$ cat src/rtl/core/rpd_pkg.sv
// ============================================================================
// rpd_pkg - shared types, constants and functions
// Hook event codes, pin indexes, settle-event struct, digit and keypad helpers.
// ============================================================================
package rpd_pkg;

    localparam int unsigned PIN_COUNT   = 3;
    localparam int unsigned HOOK_IDX    = 0;
    localparam int unsigned DIAL_IDX    = 1;
    localparam int unsigned PULSE_IDX   = 2;

    localparam logic [7:0] COUNT_MAX     = 8'hFF;
    localparam logic [7:0] TICKS_DEFAULT = 8'd10;
    localparam logic [7:0] DIGIT_BASE    = 8'd10;

    // Reciprocal of 10 in Q11: exact quotient for any 8-bit value
    localparam logic [7:0] RECIP_TEN    = 8'd205;
    localparam int unsigned RECIP_SHIFT = 11;

    typedef enum logic [1:0] {
        HOOK_NONE = 2'd0,
        HOOK_HIGH = 2'd1,
        HOOK_LOW  = 2'd2
    } hook_event_t;

    // Stable-level changes found on one beat
    typedef struct packed {
        logic hook_chg;    // hook stable level changed
        logic hook_lvl;    // new hook stable level
        logic dial_chg;    // dial stable level changed
        logic dial_rest;   // dial stable level after update (1 = at rest)
        logic pulse_rise;  // pulse stable level went high
    } settle_t;

    typedef struct packed {
        logic [1:0] row;
        logic [1:0] col;
    } key_pos_t;

    // count mod 10 via reciprocal multiply
    function automatic logic [3:0] digit_of(input logic [7:0] count);
        logic [15:0] prod;
        logic [7:0]  quot;
        logic [7:0]  rem;
        prod = count * RECIP_TEN;
        quot = prod[15:RECIP_SHIFT] & 8'h1F;
        rem  = count - 8'(quot * DIGIT_BASE);
        return rem[3:0];
    endfunction

    // 4x3 keypad position of a digit: 1-3 row 0 ... 0 at row 3, column 1
    function automatic key_pos_t key_pos_of(input logic [3:0] digit);
        key_pos_t p;
        unique case (digit)
            4'd1:    p = '{row: 2'd0, col: 2'd0};
            4'd2:    p = '{row: 2'd0, col: 2'd1};
            4'd3:    p = '{row: 2'd0, col: 2'd2};
            4'd4:    p = '{row: 2'd1, col: 2'd0};
            4'd5:    p = '{row: 2'd1, col: 2'd1};
            4'd6:    p = '{row: 2'd1, col: 2'd2};
            4'd7:    p = '{row: 2'd2, col: 2'd0};
            4'd8:    p = '{row: 2'd2, col: 2'd1};
            4'd9:    p = '{row: 2'd2, col: 2'd2};
            default: p = '{row: 2'd3, col: 2'd1};
        endcase
        return p;
    endfunction

endpackage

$ cat src/rtl/core/rpd_if.sv
// ============================================================================
// rpd_if - channel interfaces
// Poll input, result output and configuration write channels.
// ============================================================================
interface rpd_poll_if;
    logic valid;
    logic ready;
    logic hook_level;
    logic dial_level;
    logic pulse_level;
    logic timer_tick;

    modport source (output valid, hook_level, dial_level, pulse_level, timer_tick,
                    input ready);
    modport sink   (input valid, hook_level, dial_level, pulse_level, timer_tick,
                    output ready);
endinterface

interface rpd_result_if;
    logic       valid;
    logic       ready;
    logic [1:0] hook_event;
    logic       digit_valid;
    logic [3:0] digit;
    logic [1:0] key_row;
    logic [1:0] key_col;

    modport source (output valid, hook_event, digit_valid, digit, key_row, key_col,
                    input ready);
    modport sink   (input valid, hook_event, digit_valid, digit, key_row, key_col,
                    output ready);
endinterface

interface rpd_cfg_if;
    logic       valid;
    logic       ready;
    logic [7:0] data;

    modport source (output valid, data, input ready);
    modport sink   (input valid, data, output ready);
endinterface

$ cat src/rtl/core/rotary_pulse_dial_decoder.sv
// ============================================================================
// rotary_pulse_dial_decoder - debounced rotary dial and hook decoder
// Input register, debounce and digit logic, result register.
// ============================================================================
// Each poll beat carries the raw hook, dial off-normal and pulse contact pin
// levels plus a timer-tick flag, and yields exactly one result beat: a hook
// event (stable high / stable low), and, when the dial returns to rest after
// counting pulses, the digit (pulse count mod 10) with its 4x3 keypad row and
// column. One poll is accepted per clock while the input register is empty or
// moving on; a poll is held in the input register and passes into the result
// register once that register is free or its result is taken, and the input
// register lets a new poll in while a finished result still waits.
// debounce_ticks is written through the cfg channel (always ready, reset 10)
// and must only be changed while no poll is in flight.
// ============================================================================
module rotary_pulse_dial_decoder
    import rpd_pkg::*;
(
    input  logic         clk,
    input  logic         rst_n,
    rpd_poll_if.sink     poll,
    rpd_result_if.source result,
    rpd_cfg_if.sink      cfg
);

    // configuration
    logic [7:0] debounce_ticks_reg;

    // input stage
    logic                 s1_valid_reg;
    logic [PIN_COUNT-1:0] s1_raw_reg;
    logic                 s1_tick_reg;

    // result stage
    logic        out_valid_reg;
    hook_event_t out_hook_reg, out_hook_next;
    logic        out_dv_reg;
    logic [3:0]  out_digit_reg;
    logic [1:0]  out_row_reg;
    logic [1:0]  out_col_reg;

    logic        advance;
    settle_t     ev;
    logic        dv;
    logic [3:0]  dg;
    logic [1:0]  row;
    logic [1:0]  col;

    // the input stage moves on whenever the result slot is free or draining
    assign advance    = s1_valid_reg && (!out_valid_reg || result.ready);
    assign poll.ready = !s1_valid_reg || advance;
    assign cfg.ready  = 1'b1;

    always_ff @(posedge clk or negedge rst_n)
    begin
        if (!rst_n)
            debounce_ticks_reg <= TICKS_DEFAULT;
        else if (cfg.valid)
            debounce_ticks_reg <= cfg.data;
    end

    always_ff @(posedge clk or negedge rst_n)
    begin
        if (!rst_n)
        begin
            s1_valid_reg  <= 1'b0;
            out_valid_reg <= 1'b0;
        end
        else
        begin
            if (poll.ready)
                s1_valid_reg <= poll.valid;
            if (advance)
                out_valid_reg <= 1'b1;
            else if (result.ready)
                out_valid_reg <= 1'b0;
        end
    end

    always_ff @(posedge clk)
    begin
        if (poll.valid && poll.ready)
        begin
            s1_raw_reg  <= {poll.pulse_level, poll.dial_level, poll.hook_level};
            s1_tick_reg <= poll.timer_tick;
        end
    end

    rpd_debounce u_debounce (
        .clk   (clk),
        .rst_n (rst_n),
        .en    (advance),
        .raw   (s1_raw_reg),
        .tick  (s1_tick_reg),
        .thr   (debounce_ticks_reg),
        .ev    (ev)
    );

    rpd_digit u_digit (
        .clk         (clk),
        .rst_n       (rst_n),
        .en          (advance),
        .tick        (s1_tick_reg),
        .ev          (ev),
        .digit_valid (dv),
        .digit       (dg),
        .key_row     (row),
        .key_col     (col)
    );

    always_comb
    begin
        if (!ev.hook_chg)
            out_hook_next = HOOK_NONE;
        else if (ev.hook_lvl)
            out_hook_next = HOOK_HIGH;
        else
            out_hook_next = HOOK_LOW;
    end

    always_ff @(posedge clk)
    begin
        if (advance)
        begin
            out_hook_reg  <= out_hook_next;
            out_dv_reg    <= dv;
            out_digit_reg <= dg;
            out_row_reg   <= row;
            out_col_reg   <= col;
        end
    end

    assign result.valid       = out_valid_reg;
    assign result.hook_event  = out_hook_reg;
    assign result.digit_valid = out_dv_reg;
    assign result.digit       = out_digit_reg;
    assign result.key_row     = out_row_reg;
    assign result.key_col     = out_col_reg;

    // ------------------------------------------------------------------------
    // checks
    // ------------------------------------------------------------------------
    a_full_accept_moves: assert property (@(posedge clk) disable iff (!rst_n)
        poll.valid && poll.ready && s1_valid_reg |-> advance)
        else $error("poll accepted over a held input stage");

    a_no_digit_zero: assert property (@(posedge clk) disable iff (!rst_n)
        result.valid && !result.digit_valid |->
            result.digit == 4'd0 && result.key_row == 2'd0 && result.key_col == 2'd0)
        else $error("digit fields nonzero without a digit");

    a_digit_range: assert property (@(posedge clk) disable iff (!rst_n)
        result.valid && result.digit_valid |->
            result.digit <= 4'd9 && result.key_col <= 2'd2)
        else $error("digit or column out of range");

    a_zero_key: assert property (@(posedge clk) disable iff (!rst_n)
        result.valid && result.digit_valid && result.digit == 4'd0 |->
            result.key_row == 2'd3 && result.key_col == 2'd1)
        else $error("digit zero mapped to wrong key");

    a_advance_fills: assert property (@(posedge clk) disable iff (!rst_n)
        advance |=> out_valid_reg)
        else $error("result lost after advance");

endmodule

$ cat src/rtl/core/rpd_debounce.sv
// ============================================================================
// rpd_debounce - three-pin debouncer
// Per-pin tick counters, last raw and stable levels; reports stable changes.
// ============================================================================
module rpd_debounce
    import rpd_pkg::*;
(
    input  logic                 clk,
    input  logic                 rst_n,
    input  logic                 en,
    input  logic [PIN_COUNT-1:0] raw,
    input  logic                 tick,
    input  logic [7:0]           thr,
    output settle_t              ev
);

    logic [PIN_COUNT-1:0] last_reg, last_next;
    logic [PIN_COUNT-1:0] stable_reg, stable_next;
    logic [7:0]           cnt_reg  [PIN_COUNT];
    logic [7:0]           cnt_next [PIN_COUNT];
    logic [PIN_COUNT-1:0] hit;
    logic                 pulse_hit;

    always_comb
    begin
        logic [7:0] c0;
        logic [7:0] c1;
        for (int i = 0; i < PIN_COUNT; i++)
        begin
            c0          = (raw[i] != last_reg[i]) ? 8'd0 : cnt_reg[i];
            c1          = (tick && c0 != COUNT_MAX) ? c0 + 8'd1 : c0;
            hit[i]      = tick && (c1 == thr) && (stable_reg[i] != raw[i]);
            cnt_next[i] = (tick && c1 > thr) ? thr : c1;
        end
        last_next = raw;

        stable_next           = stable_reg;
        stable_next[HOOK_IDX] = hit[HOOK_IDX] ? raw[HOOK_IDX] : stable_reg[HOOK_IDX];
        stable_next[DIAL_IDX] = hit[DIAL_IDX] ? raw[DIAL_IDX] : stable_reg[DIAL_IDX];
        // pulse contact is only tracked while the dial is off-normal
        pulse_hit              = hit[PULSE_IDX] && !stable_next[DIAL_IDX];
        stable_next[PULSE_IDX] = pulse_hit ? raw[PULSE_IDX] : stable_reg[PULSE_IDX];
    end

    always_comb
    begin
        ev.hook_chg   = hit[HOOK_IDX];
        ev.hook_lvl   = stable_next[HOOK_IDX];
        ev.dial_chg   = hit[DIAL_IDX];
        ev.dial_rest  = stable_next[DIAL_IDX];
        ev.pulse_rise = pulse_hit && raw[PULSE_IDX];
    end

    always_ff @(posedge clk or negedge rst_n)
    begin
        if (!rst_n)
        begin
            last_reg   <= '0;
            stable_reg <= '0;
            for (int i = 0; i < PIN_COUNT; i++)
            begin
                cnt_reg[i] <= 8'd0;
            end
        end
        else if (en)
        begin
            last_reg   <= last_next;
            stable_reg <= stable_next;
            for (int i = 0; i < PIN_COUNT; i++)
            begin
                cnt_reg[i] <= cnt_next[i];
            end
        end
    end

endmodule

$ cat src/rtl/core/rpd_digit.sv
// ============================================================================
// rpd_digit - pulse counter and digit decode
// Counts pulses while off-normal; emits digit and keypad position at rest.
// ============================================================================
module rpd_digit
    import rpd_pkg::*;
(
    input  logic       clk,
    input  logic       rst_n,
    input  logic       en,
    input  logic       tick,
    input  settle_t    ev,
    output logic       digit_valid,
    output logic [3:0] digit,
    output logic [1:0] key_row,
    output logic [1:0] key_col
);

    logic [7:0] pulse_count_reg, pulse_count_next;
    logic [3:0] digit_raw;
    key_pos_t   pos;

    always_comb
    begin
        pulse_count_next = pulse_count_reg;
        if (tick)
        begin
            if (ev.dial_rest)
                pulse_count_next = 8'd0;
            else if (ev.pulse_rise && pulse_count_reg != COUNT_MAX)
                pulse_count_next = pulse_count_reg + 8'd1;
        end
    end

    always_comb
    begin
        digit_raw   = digit_of(pulse_count_reg);
        pos         = key_pos_of(digit_raw);
        // dial just came back to rest with pulses pending
        digit_valid = tick && ev.dial_chg && ev.dial_rest && (pulse_count_reg != 8'd0);
        digit       = digit_valid ? digit_raw : 4'd0;
        key_row     = digit_valid ? pos.row : 2'd0;
        key_col     = digit_valid ? pos.col : 2'd0;
    end

    always_ff @(posedge clk or negedge rst_n)
    begin
        if (!rst_n)
            pulse_count_reg <= 8'd0;
        else if (en)
            pulse_count_reg <= pulse_count_next;
    end

endmodule
$ cat src/flat_wrapper.sv
// flat-port wrapper written by rule: the top's interface ports become plain ports
module rotary_pulse_dial_decoder_flat import rpd_pkg::*;
  (clk, rst_n, poll_valid, poll_hook_level, poll_dial_level, poll_pulse_level, poll_timer_tick, poll_ready, result_valid, result_hook_event, result_digit_valid, result_digit, result_key_row, result_key_col, result_ready, cfg_valid, cfg_data, cfg_ready);
  rpd_poll_if poll_i ();
  rpd_result_if result_i ();
  rpd_cfg_if cfg_i ();
  input  logic clk;
  input  logic rst_n;
  input wire logic [$bits(poll_i.valid)-1:0] poll_valid;
  input wire logic [$bits(poll_i.hook_level)-1:0] poll_hook_level;
  input wire logic [$bits(poll_i.dial_level)-1:0] poll_dial_level;
  input wire logic [$bits(poll_i.pulse_level)-1:0] poll_pulse_level;
  input wire logic [$bits(poll_i.timer_tick)-1:0] poll_timer_tick;
  output wire logic [$bits(poll_i.ready)-1:0] poll_ready;
  output wire logic [$bits(result_i.valid)-1:0] result_valid;
  output wire logic [$bits(result_i.hook_event)-1:0] result_hook_event;
  output wire logic [$bits(result_i.digit_valid)-1:0] result_digit_valid;
  output wire logic [$bits(result_i.digit)-1:0] result_digit;
  output wire logic [$bits(result_i.key_row)-1:0] result_key_row;
  output wire logic [$bits(result_i.key_col)-1:0] result_key_col;
  input wire logic [$bits(result_i.ready)-1:0] result_ready;
  input wire logic [$bits(cfg_i.valid)-1:0] cfg_valid;
  input wire logic [$bits(cfg_i.data)-1:0] cfg_data;
  output wire logic [$bits(cfg_i.ready)-1:0] cfg_ready;
  assign poll_i.valid = poll_valid;
  assign poll_i.hook_level = poll_hook_level;
  assign poll_i.dial_level = poll_dial_level;
  assign poll_i.pulse_level = poll_pulse_level;
  assign poll_i.timer_tick = poll_timer_tick;
  assign poll_ready = poll_i.ready;
  assign result_valid = result_i.valid;
  assign result_hook_event = result_i.hook_event;
  assign result_digit_valid = result_i.digit_valid;
  assign result_digit = result_i.digit;
  assign result_key_row = result_i.key_row;
  assign result_key_col = result_i.key_col;
  assign result_i.ready = result_ready;
  assign cfg_i.valid = cfg_valid;
  assign cfg_i.data = cfg_data;
  assign cfg_ready = cfg_i.ready;
  rotary_pulse_dial_decoder u_core (.clk(clk), .rst_n(rst_n), .poll(poll_i), .result(result_i), .cfg(cfg_i));
endmodule
$ cat config.mk
export PLATFORM = sky130hd
export DESIGN_NAME = rotary_pulse_dial_decoder_flat
export DESIGN_NICKNAME = d
export VERILOG_FILES = /design/src/rtl/core/rpd_pkg.sv /design/src/rtl/core/rpd_if.sv /design/src/rtl/core/rotary_pulse_dial_decoder.sv /design/src/rtl/core/rpd_debounce.sv /design/src/rtl/core/rpd_digit.sv /design/src/flat_wrapper.sv
export SDC_FILE = /design/constraint.sdc
export NUM_CORES = 1
export LEC_CHECK = 0
export BUFFER_PORTS_ARGS = -buffer_cell sky130_fd_sc_hd__buf_2
export CORE_MARGIN = 8
export CORE_UTILIZATION = 40
export DETAILED_ROUTE_END_ITERATION = 7
export PLACE_DENSITY_LB_ADDON = 0.2
export SYNTH_ARGS = -nofsm -noshare
export SYNTH_HDL_FRONTEND = slang
export SYNTH_SLANG_ARGS = --single-unit
export TNS_END_PERCENT = 20
$ cat constraint.sdc
create_clock -name clk -period 10.17 [get_ports clk]
set_clock_uncertainty 0.15 [all_clocks]
set_input_delay 1.5255 -clock clk [delete_from_list [all_inputs] [get_ports clk]]
set_output_delay 1.5255 -clock clk [all_outputs]
set_load 0.01 [all_outputs]
==> impl_metrics.tcl, run 1 <==
set metrics [dict create \
    status "complete, no violations" \
    r2r_cells 20 \
    via_per_inst 5.18 \
    cts_resized 0 \
    drtPass1Iterations 4 \
    die_h_microns 127 \
    critPathKind "reg2reg" \
    max-slew-margin-rel_pct 24.9 \
    grt_max_degree 53 \
    drive_gt1_share_pct 11.4 \
    io_pins 31 \
    clockRootBuffer "clkbuf_16" \
    place_congestion 0.867 \
    numPortBuffers 29 \
    rr_endpoint "u_core.result.key_row[0]$_SDFFCE_PN0P_" \
    die_w_microns 127 \
    grt_overflow 0 \
    final_common_cell "ha_1" \
    cts_setup_buffers 0 \
    ys.flop_type "dfrtp_1" \
    insertedDiodeCount 0 \
    rows 40 \
    ys_types 56 \
    antenna_found_initial 0 \
    syn_area_per_cell_sq_um 9.56 \
    ys_seq_area_share_pct 33.3 \
    clock_latency_ns 0.34 \
    timing.reg2reg.setup_slack_ns 4.00 \
    async_flop_share_pct 76.2 \
    syn_to_final_growth_pct 12.7 \
    clock_sinks 63 \
    cts_buffer_depth 2 \
    ys_warn_count 0 \
    synth.top_cells.by_area "dfrtp_1 23%, ha_1 17%, edfxtp_1 9.1%" \
    wire_per_inst_microns 15.5 \
    tns_ns 0 \
    drv_cap 0 \
    cts.clk_slew.worst_paths_ns 0.06 \
    hold_path.class "reg2reg" \
    startpoint_type "flip-flop" \
    dp_hpwl_microns 8700 \
    rr_startpoint "u_core.u_digit.pulse_count_reg[0]$_DFFE_PN0P_" \
    cp.arrival_ns 6.18 \
    rsz0062_at_grt "false" \
    finalHoldViolCount 0 \
    holdPathStages 2 \
    initialDrtViolationCount 192 \
    cts_tree "yes" \
    fin_nets 644 \
    final_cell_mix "68 x ha_1, 66 x nand2_1, 46 x dfrtp_1" \
    finalSetupViolCount 0 \
    cts_max_level 3 \
    synth_edf_count 15 \
    grt_pass1_vias 3899 \
    grt_pass1_wl_microns 19100 \
    cts_buffers 9 \
    core_sq_um 12100 \
    dieArea_sq_um 16200 \
    worst_slew_pin_slew_ns 1.13 \
    yosysTopAreaCellShare_pct 23.2 \
    synthCells 520 \
    netlist_area_sq_um 4970 \
    postCtsHoldBufs 0 \
    largest_reg_flops 24 \
    worst_setup_path_end_kind "flip-flop" \
    whs_endpoint "u_core.u_debounce.cnt_reg[17]$_DFFE_PN0P_" \
    period_share_pct 60.6 \
    antenna_left 0 \
    hp-start "u_core.u_debounce.cnt_reg[17]$_DFFE_PN0P_" \
    drt-total-wl_microns 11200 \
    synth_nets 616 \
    vias 3734 \
    finalCriticalPeriod_ns 6.17 \
    fmax_ghz 0.162 \
    drc 0 \
    ys_ff_latch 63 \
    start_util_pct 41.2 \
    cp.required_ns 10.18 \
    yosys.area.top_type "dfrtp_1" \
    worstPathMaxFanout 11 \
    slew_viol_final 0 \
    grt_util_all_layers_pct 14.7 \
]
==> cells by family (layout without fill, tap and decap cells) <==
| kind of cell | count (synthesis) | count (layout) | synth area share, % |
|---|---|---|---|
| multiplexers | 34 | 34 | 7.12 |
| AO/OA/AOI/OAI | 82 | 82 | 11.1 |
| flip-flops | 63 | 63 | 33.3 |
| XOR/XNOR | 41 | 41 | 7.23 |
| AND/OR/NAND/NOR | 160 | 160 | 15.0 |
| buffers and inverters | 60 | 93 | 4.66 |
| adder cells (fa/ha/maj) | 79 | 79 | 21.6 |
| other | 1 | 1 | 0.0755 |
==> layer usage <==
layer,GRT usage [%],share of wire [%]
met5,0,0
met4,5.04,1.6
met3,3.24,4.1
met2,25.2,48
met1,17.7,46
==> cells in the mapped netlist (all sizes together) (12+ instances only) <==
cell and count:
nor2 33, xnor2 29, mux2i 23, nand2 66
inv 44, ha 68, xor2 12, dfrtp 46
edfxtp 15, nand4 16, o21ai 35, nand3 15
==> worst max path at each step <==
stage,endpoint,start
after floorplan,u_core.result.key_row[0]$_SDFFCE_PN0P_,u_core.u_digit.pulse_count_reg[1]$_DFFE_PN0P_
after global placement,u_core.result.key_row[0]$_SDFFCE_PN0P_,u_core.u_digit.pulse_count_reg[0]$_DFFE_PN0P_
after detailed placement,u_core.result.key_row[0]$_SDFFCE_PN0P_,u_core.u_digit.pulse_count_reg[0]$_DFFE_PN0P_
after CTS,u_core.result.key_row[0]$_SDFFCE_PN0P_,u_core.u_digit.pulse_count_reg[0]$_DFFE_PN0P_
after global routing,u_core.result.key_row[0]$_SDFFCE_PN0P_,u_core.u_digit.pulse_count_reg[0]$_DFFE_PN0P_
final,u_core.result.key_row[0]$_SDFFCE_PN0P_,u_core.u_digit.pulse_count_reg[0]$_DFFE_PN0P_
==> worst max-delay path: stages (launching register included) <==
cell       delay (ns)
dfrtp_1          0.55
inv_1            0.21
ha_1             0.37
ha_1             0.29
inv_1            0.06
fa_1             0.44
fa_1             0.51
inv_1            0.04
ha_1             0.33
a2111oi_2        0.36
o21ai_1          0.11
o22a_1           0.26
xor2_1           0.18
ha_1             0.21
fa_1             0.37
xor2_1           0.16
xnor2_1          0.18
xnor2_1          0.11
xnor2_1          0.48
mux2_2           0.41
a221oi_2         0.22
==> layout make-up <==
class                      count  area [sq um]
clock buffer                  11           233
clock inverter                 5          81.3
fill                        1155          6460
inverter                      45           169
multi-input combinational    397          3080
sequential                    63          1650
tap                          168           210
timing repair buffer          32           168
==> metrics by stage <==
step           setup slack, ns  util [%]  instance area, sq um  cells  hold WS (ns)
2_1_floorplan             4.44         -                  4970    520         0.292
6_report                  4.00      46.4                  5600    721         0.337
4_1_cts                   3.99      46.4                  5600    721         0.342
3_3_place_gp              4.22      43.8                  5290    705         0.318
5_1_grt                   3.56      46.4                  5600    721         0.362
3_5_place_dp              4.03      43.8                  5290    705         0.324
Power of run 1 is left out: the tool's default activity adds up to more than one toggle a clock period on the data nets, which glitch-free logic cannot reach.
==> run 2, diff against run 1 <==
--- a/config.mk
+++ b/config.mk
@@ -5,6 +5,7 @@
 export SDC_FILE = /design/constraint.sdc
 export NUM_CORES = 1
 export LEC_CHECK = 0
+export ABC_AREA = 1
 export BUFFER_PORTS_ARGS = -buffer_cell sky130_fd_sc_hd__buf_2
 export CORE_MARGIN = 8
 export CORE_UTILIZATION = 40
==> constraint.sdc (replaced) <==
create_clock -name clk -period 5.5 [get_ports clk]
set_clock_uncertainty 0.15 [all_clocks]
set_input_delay 0.825 -clock clk [delete_from_list [all_inputs] [get_ports clk]]
set_output_delay 0.825 -clock clk [all_outputs]
set_load 0.01 [all_outputs]
==> run 2 against run 1 <==
Highest routed layer unchanged. Routed wire length increased by 18%. Utilization fell by 1.0 points. Non-clock buffer count did not move. Global-route usage is 0.44 points higher. Critical endpoint is now u_core.result.key_col[1]$_SDFFCE_PN0P_.
==> impl_metrics.tcl, run 2 <==
set metrics [dict create \
    status "complete, no violations" \
    syn_to_final_growth_pct 11.0 \
    placed_area_sq_um 5970 \
    insertedDiodeCount 0 \
    io_pins 31 \
    startpoint_type "flip-flop" \
    cp.required_ns 5.43 \
    ys_warn_count 0 \
    met2_usage_pct 23.4 \
    synth_common_cells "234 x nand2_1, 129 x inv_1, 68 x ha_1, 64 x nand3_1, 53 x nor2_1" \
    grt_overflow 0 \
    finalSetupViolCount 0 \
    slew_viol_final 0 \
    cts_buffers 9 \
    busiest_layer "met2" \
    ys.flop_type "dfrtp_1" \
    dieArea_sq_um 18200 \
    synth_nets 875 \
    antenna_found_initial 0 \
    multiInputGateArea_sq_um 3430 \
    tns_ns 0 \
    die_w_microns 135 \
    grt_max_degree 49 \
    grt_pass1_vias 4612 \
    worstPathMaxFanout 6 \
    hold_path.class "reg2reg" \
    via_per_inst 4.87 \
    ys_ff_latch 63 \
    ys_types 40 \
    cts_max_level 3 \
    worst_slew_pin_slew_ns 0.640 \
    drv_cap 0 \
    synth.top_cells.by_area "dfrtp_1 20%, nand2_1 16%, ha_1 15%" \
    final_common_cell "nand2_1" \
    cts_buffer_depth 2 \
    period_share_pct 93.2 \
    vias 4845 \
    finalHoldViolCount 0 \
    cts_tree "yes" \
    yosysTopAreaCellShare_pct 20.4 \
    cp.arrival_ns 5.06 \
    syn_area_per_cell_sq_um 7.26 \
    synthCells 779 \
    place_congestion 0.888 \
    nFillCells 1376 \
    seq_area_sq_um 1660 \
    synth_edf_count 15 \
    final_cell_area_sq_um 6280 \
    fmax_ghz 0.195 \
    cts_setup_buffers 0 \
    initialDrtViolationCount 298 \
    largest_reg_flops 24 \
    core_sq_um 13800 \
    grt_pass1_wl_microns 22300 \
    netlist_area_sq_um 5650 \
    final_cell_mix "234 x nand2_1, 129 x inv_1, 68 x ha_1" \
    die_h_microns 135 \
    drtPass1Iterations 5 \
    clock_sinks 63 \
    cts.clk_slew.worst_paths_ns 0.06 \
    ys_seq_area_share_pct 29.3 \
    async_flop_share_pct 76.2 \
    antenna_left 0 \
    yosys.area.top_type "dfrtp_1" \
    final_util_pct 45.4 \
    finalCriticalPeriod_ns 5.13 \
    grt_util_all_layers_pct 15.1 \
    grt_use_met1_pct 20.4 \
    numPortBuffers 29 \
    fin_nets 905 \
    critPathKind "reg2reg" \
    drc 0 \
    worst_setup_path_end_kind "flip-flop" \
    clockRootBuffer "clkbuf_16" \
    rsz0062_at_grt "false" \
    wire_per_inst_microns 13.2 \
    start_util_pct 40.9 \
    dp_hpwl_microns 10400 \
    grt_util_met3_pct 3.31 \
    yosysMostFrequentCell "nand2_1" \
    drt-total-wl_microns 13100 \
    drive_gt1_share_pct 10.9 \
    max-slew-margin-rel_pct 57.3 \
    rows 43 \
    clock_latency_ns 0.34 \
]
==> run 2: worst paths after layout <==
kind / start / slack (ns) / cells past startpoint / to
worst max-delay path: u_core.u_digit.pulse_count_reg[2]$_DFFE_PN0P_ / 0.37 / 26 / u_core.result.key_col[1]$_SDFFCE_PN0P_
worst min-delay path: u_core.u_debounce.cnt_reg[15]$_DFFE_PN0P_ / 0.33 / 2 / u_core.u_debounce.cnt_reg[15]$_DFFE_PN0P_
worst max register to register: u_core.u_digit.pulse_count_reg[2]$_DFFE_PN0P_ / 0.37 / 26 / u_core.result.key_col[1]$_SDFFCE_PN0P_
worst min register to register: u_core.u_debounce.cnt_reg[15]$_DFFE_PN0P_ / 0.33 / 2 / u_core.u_debounce.cnt_reg[15]$_DFFE_PN0P_
max in group asynchronous: rst_n / 4.28 / 2 / u_core.u_digit.pulse_count_reg[0]$_DFFE_PN0P_
min in group asynchronous: rst_n / 0.45 / 2 / u_core.u_debounce.cnt_reg[11]$_DFFE_PN0P_
==> run 2: metal layers <==
| layer | up-vias | part of all wire (%) | wire, microns |
|---|---|---|---|
| met4 | 0 | 1.6 | 204 |
| met3 | 17 | 4.2 | 549 |
| li1 | 2525 | - | - |
| met5 | - | 0 | 0 |
| met1 | 2215 | 49 | 6470 |
| met2 | 88 | 45 | 5910 |
==> run 2: cells by family after synthesis <==
family / after synthesis / share of synthesized area, %
buf+inv: 148 / 10.3
compound gates: 69 / 6.88
fa+ha+maj: 79 / 18.9
simple gates: 397 / 30.8
xor+xnor: 22 / 3.67
other cells: 1 / 0.0663
flops: 63 / 29.3
==> run 2: area by class of cell <==
cell class,instances,share of cell area [%]
Tap cell,180,3.59
Sequential cell,63,26.4
Clock buffer,12,3.93
Inverter,135,8.11
Timing Repair Buffer,32,2.67
Multi-Input combinational cell,568,54.6
Clock inverter,4,0.757
==> run 2: worst max-delay path, stage by stage, from the launching register on <==
cell and delay, ns:
dfrtp_1 0.45, ha_1 0.35, xor2_1 0.18, ha_1 0.29, fa_1 0.50, inv_1 0.06, fa_1 0.53, inv_1 0.04
ha_1 0.30, a21oi_1 0.20, nor2_1 0.07, nor2_2 0.12, nand2_1 0.10, nand2_1 0.09, nand2_1 0.07, ha_1 0.20
fa_1 0.40, xnor2_2 0.16, inv_1 0.06, nand2_1 0.06, nand2_1 0.05, inv_1 0.05, nand3_1 0.10, nand2_2 0.13
nand2_1 0.07, nand2_1 0.06, nor2_1 0.04
==> run 2: timing repair <==
action,CTS,global route
hold buffers,0,0
endpoints found under the hold margin,0,0
gates resized for setup,0,3
endpoints found under the setup margin,0,5
==> run 2: per-stage QoR <==
step,setup slack (ns),hold WS [ns],cells
after floorplan,0.657,0.299,779
after global placement,0.423,0.314,978
after detailed placement,0.286,0.317,978
after CTS,0.282,0.332,994
after global routing,0.0241,0.363,994
final,0.372,0.325,994
Power of run 2 is left out for the same reason.
==> run 3, diff against run 2 <==
--- a/config.mk
+++ b/config.mk
@@ -8,7 +8,7 @@
 export ABC_AREA = 1
 export BUFFER_PORTS_ARGS = -buffer_cell sky130_fd_sc_hd__buf_2
 export CORE_MARGIN = 8
-export CORE_UTILIZATION = 40
+export CORE_UTILIZATION = 35
 export DETAILED_ROUTE_END_ITERATION = 7
 export PLACE_DENSITY_LB_ADDON = 0.2
 export SYNTH_ARGS = -nofsm -noshare
==> run 3 against run 2 <==
Via count down 2.8%. Critical path depth is the same. Non-clock buffer count rose by 1. Global-route usage shrank 1.0 points. Hold slack improved by 0.0078 ns. Largest cell class unchanged.
==> impl_metrics.tcl, run 3 (synthesis results as in run 2) <==
set metrics [dict create \
    r2r_cells 26 \
    drt-total-wl_microns 13300 \
    fin_nets 906 \
    via_per_inst 4.57 \
    grt_max_degree 49 \
    cts_buffer_depth 2 \
    crit_end "u_core.result.key_col[1]$_SDFFCE_PN0P_" \
    worstPathMaxFanout 6 \
    nFillCells 1685 \
    start_util_pct 35.7 \
    hold_path.class "reg2reg" \
    die_h_microns 143 \
    dr_wl_met3_microns 351 \
    dp_hpwl_microns 10300 \
    cts_resized 0 \
    core_sq_um 15800 \
    dieArea_sq_um 20500 \
    grt_pass1_vias 4600 \
    critPathBufInv 4 \
    final_cell_mix "234 x nand2_1, 129 x inv_1, 68 x ha_1" \
    max-slew-margin-rel_pct 55.4 \
    finalCriticalPeriod_ns 5.13 \
    slew_viol_final 0 \
    wl_met1_microns 6990 \
    drv_cap 0 \
    clock_latency_ns 0.35 \
    timing.reg2reg.setup_slack_ns 0.37 \
    rr_endpoint "u_core.result.key_col[1]$_SDFFCE_PN0P_" \
    crit_family "adder cells" \
    io_pins 31 \
    numPortBuffers 29 \
    cp.required_ns 5.45 \
    period_share_pct 93.3 \
    finalSetupViolCount 0 \
    drc 0 \
    seq_area_sq_um 1650 \
    top_layer_used "met4" \
    tns_ns 0 \
    cp.depth 26 \
    grt_util_all_layers_pct 14.1 \
    initialDrtViolationCount 287 \
    rr_startpoint "u_core.u_digit.pulse_count_reg[2]$_DFFE_PN0P_" \
    clockRootBuffer "clkbuf_16" \
    grt_pass1_wl_microns 22900 \
    rsz0062_at_grt "false" \
    final_common_cell "nand2_1" \
    cts_max_level 3 \
    vias 4708 \
    met2_length_microns 5900 \
    antenna_found_initial 0 \
    critPathLaunch "u_core.u_digit.pulse_count_reg[2]$_DFFE_PN0P_" \
    grt_overflow 0 \
    crit_path_frequent_cell "nand2_1" \
    cp.arrival_ns 5.08 \
    cp_slowest_stage_delay_ns 0.52 \
    wire_per_inst_microns 12.9 \
    rows 46 \
    worst_setup_path_end_kind "flip-flop" \
    die_w_microns 143 \
    cts_buffers 9 \
    cts_tree "yes" \
    postCtsHoldBufs 0 \
    syn_to_final_growth_pct 11.7 \
    cp_slowest_cell "fa_1" \
    fmax_ghz 0.195 \
    drtPass1Iterations 4 \
    hp-start "u_core.u_debounce.cnt_reg[0]$_DFFE_PN0P_" \
    clock_sinks 63 \
    place_congestion 0.825 \
    multiInputGateArea_sq_um 3420 \
    insertedDiodeCount 0 \
    worst_slew_pin_slew_ns 0.669 \
    startpoint_type "flip-flop" \
    finalHoldViolCount 0 \
    largest_reg_flops 24 \
    antenna_left 0 \
    status "complete, no violations" \
    drive_gt1_share_pct 11.0 \
    critPathKind "reg2reg" \
    cts_setup_buffers 0 \
    cts.clk_slew.worst_paths_ns 0.07 \
]
-- run 3: cell count changes in the layout (fill, tap and decap cells not counted), sizes merged --
cell,change
bufinv,-1
buf,+1
inv,+4
clkbuf,-3
-- run 3: worst min-delay path by stage --
stage                                                endpoint  slack (ns)  depth (start not counted)
finish               u_core.u_debounce.cnt_reg[0]$_DFFE_PN0P_        0.33                          2
global route         u_core.u_debounce.cnt_reg[8]$_DFFE_PN0P_        0.36                          2
CTS                  u_core.u_debounce.cnt_reg[8]$_DFFE_PN0P_        0.33                          2
detailed placement   u_core.u_debounce.cnt_reg[8]$_DFFE_PN0P_        0.32                          2
global placement    u_core.u_debounce.cnt_reg[22]$_DFFE_PN0P_        0.31                          2
floorplan           u_core.u_debounce.cnt_reg[22]$_DFFE_PN0P_        0.30                          2
-- run 3: layout make-up --
type	instances	area share (%)
multi-input cells	568	54.1
flip-flops and latches	63	26.2
inverters	135	8.06
well taps	216	4.28
clock buffers	9	3.57
repair buffers	33	2.77
clock inverters	7	0.991
-- run 3: metal layers --
layer | up-vias | track usage, %
met5 | - | 0
met3 | 5 | 3.21
li1 | 2532 | -
met1 | 2120 | 19.4
met4 | 0 | 3.36
met2 | 51 | 21.7
-- run 3: metrics by stage --
| stage | utilization, % | instance area (sq um) | std cells | hold WS, ns | setup slack [ns] |
|---|---|---|---|---|---|
| floorplan | - | 5650 | 779 | 0.299 | 0.657 |
| global placement | 38.1 | 6020 | 1015 | 0.314 | 0.403 |
| detailed placement | 38.1 | 6020 | 1015 | 0.317 | 0.328 |
| CTS | 39.9 | 6310 | 1031 | 0.334 | 0.320 |
| global route | 39.9 | 6310 | 1031 | 0.359 | 0.0240 |
| finish | 39.9 | 6310 | 1031 | 0.333 | 0.370 |
-- run 3: tightest hold or removal path: cells and delay by family (launching register included) --
kind	cells	cell delay (ns)
and+or+nand+nor	2	0.11
DFF	1	0.34
Power of run 3 is left out for the same reason.
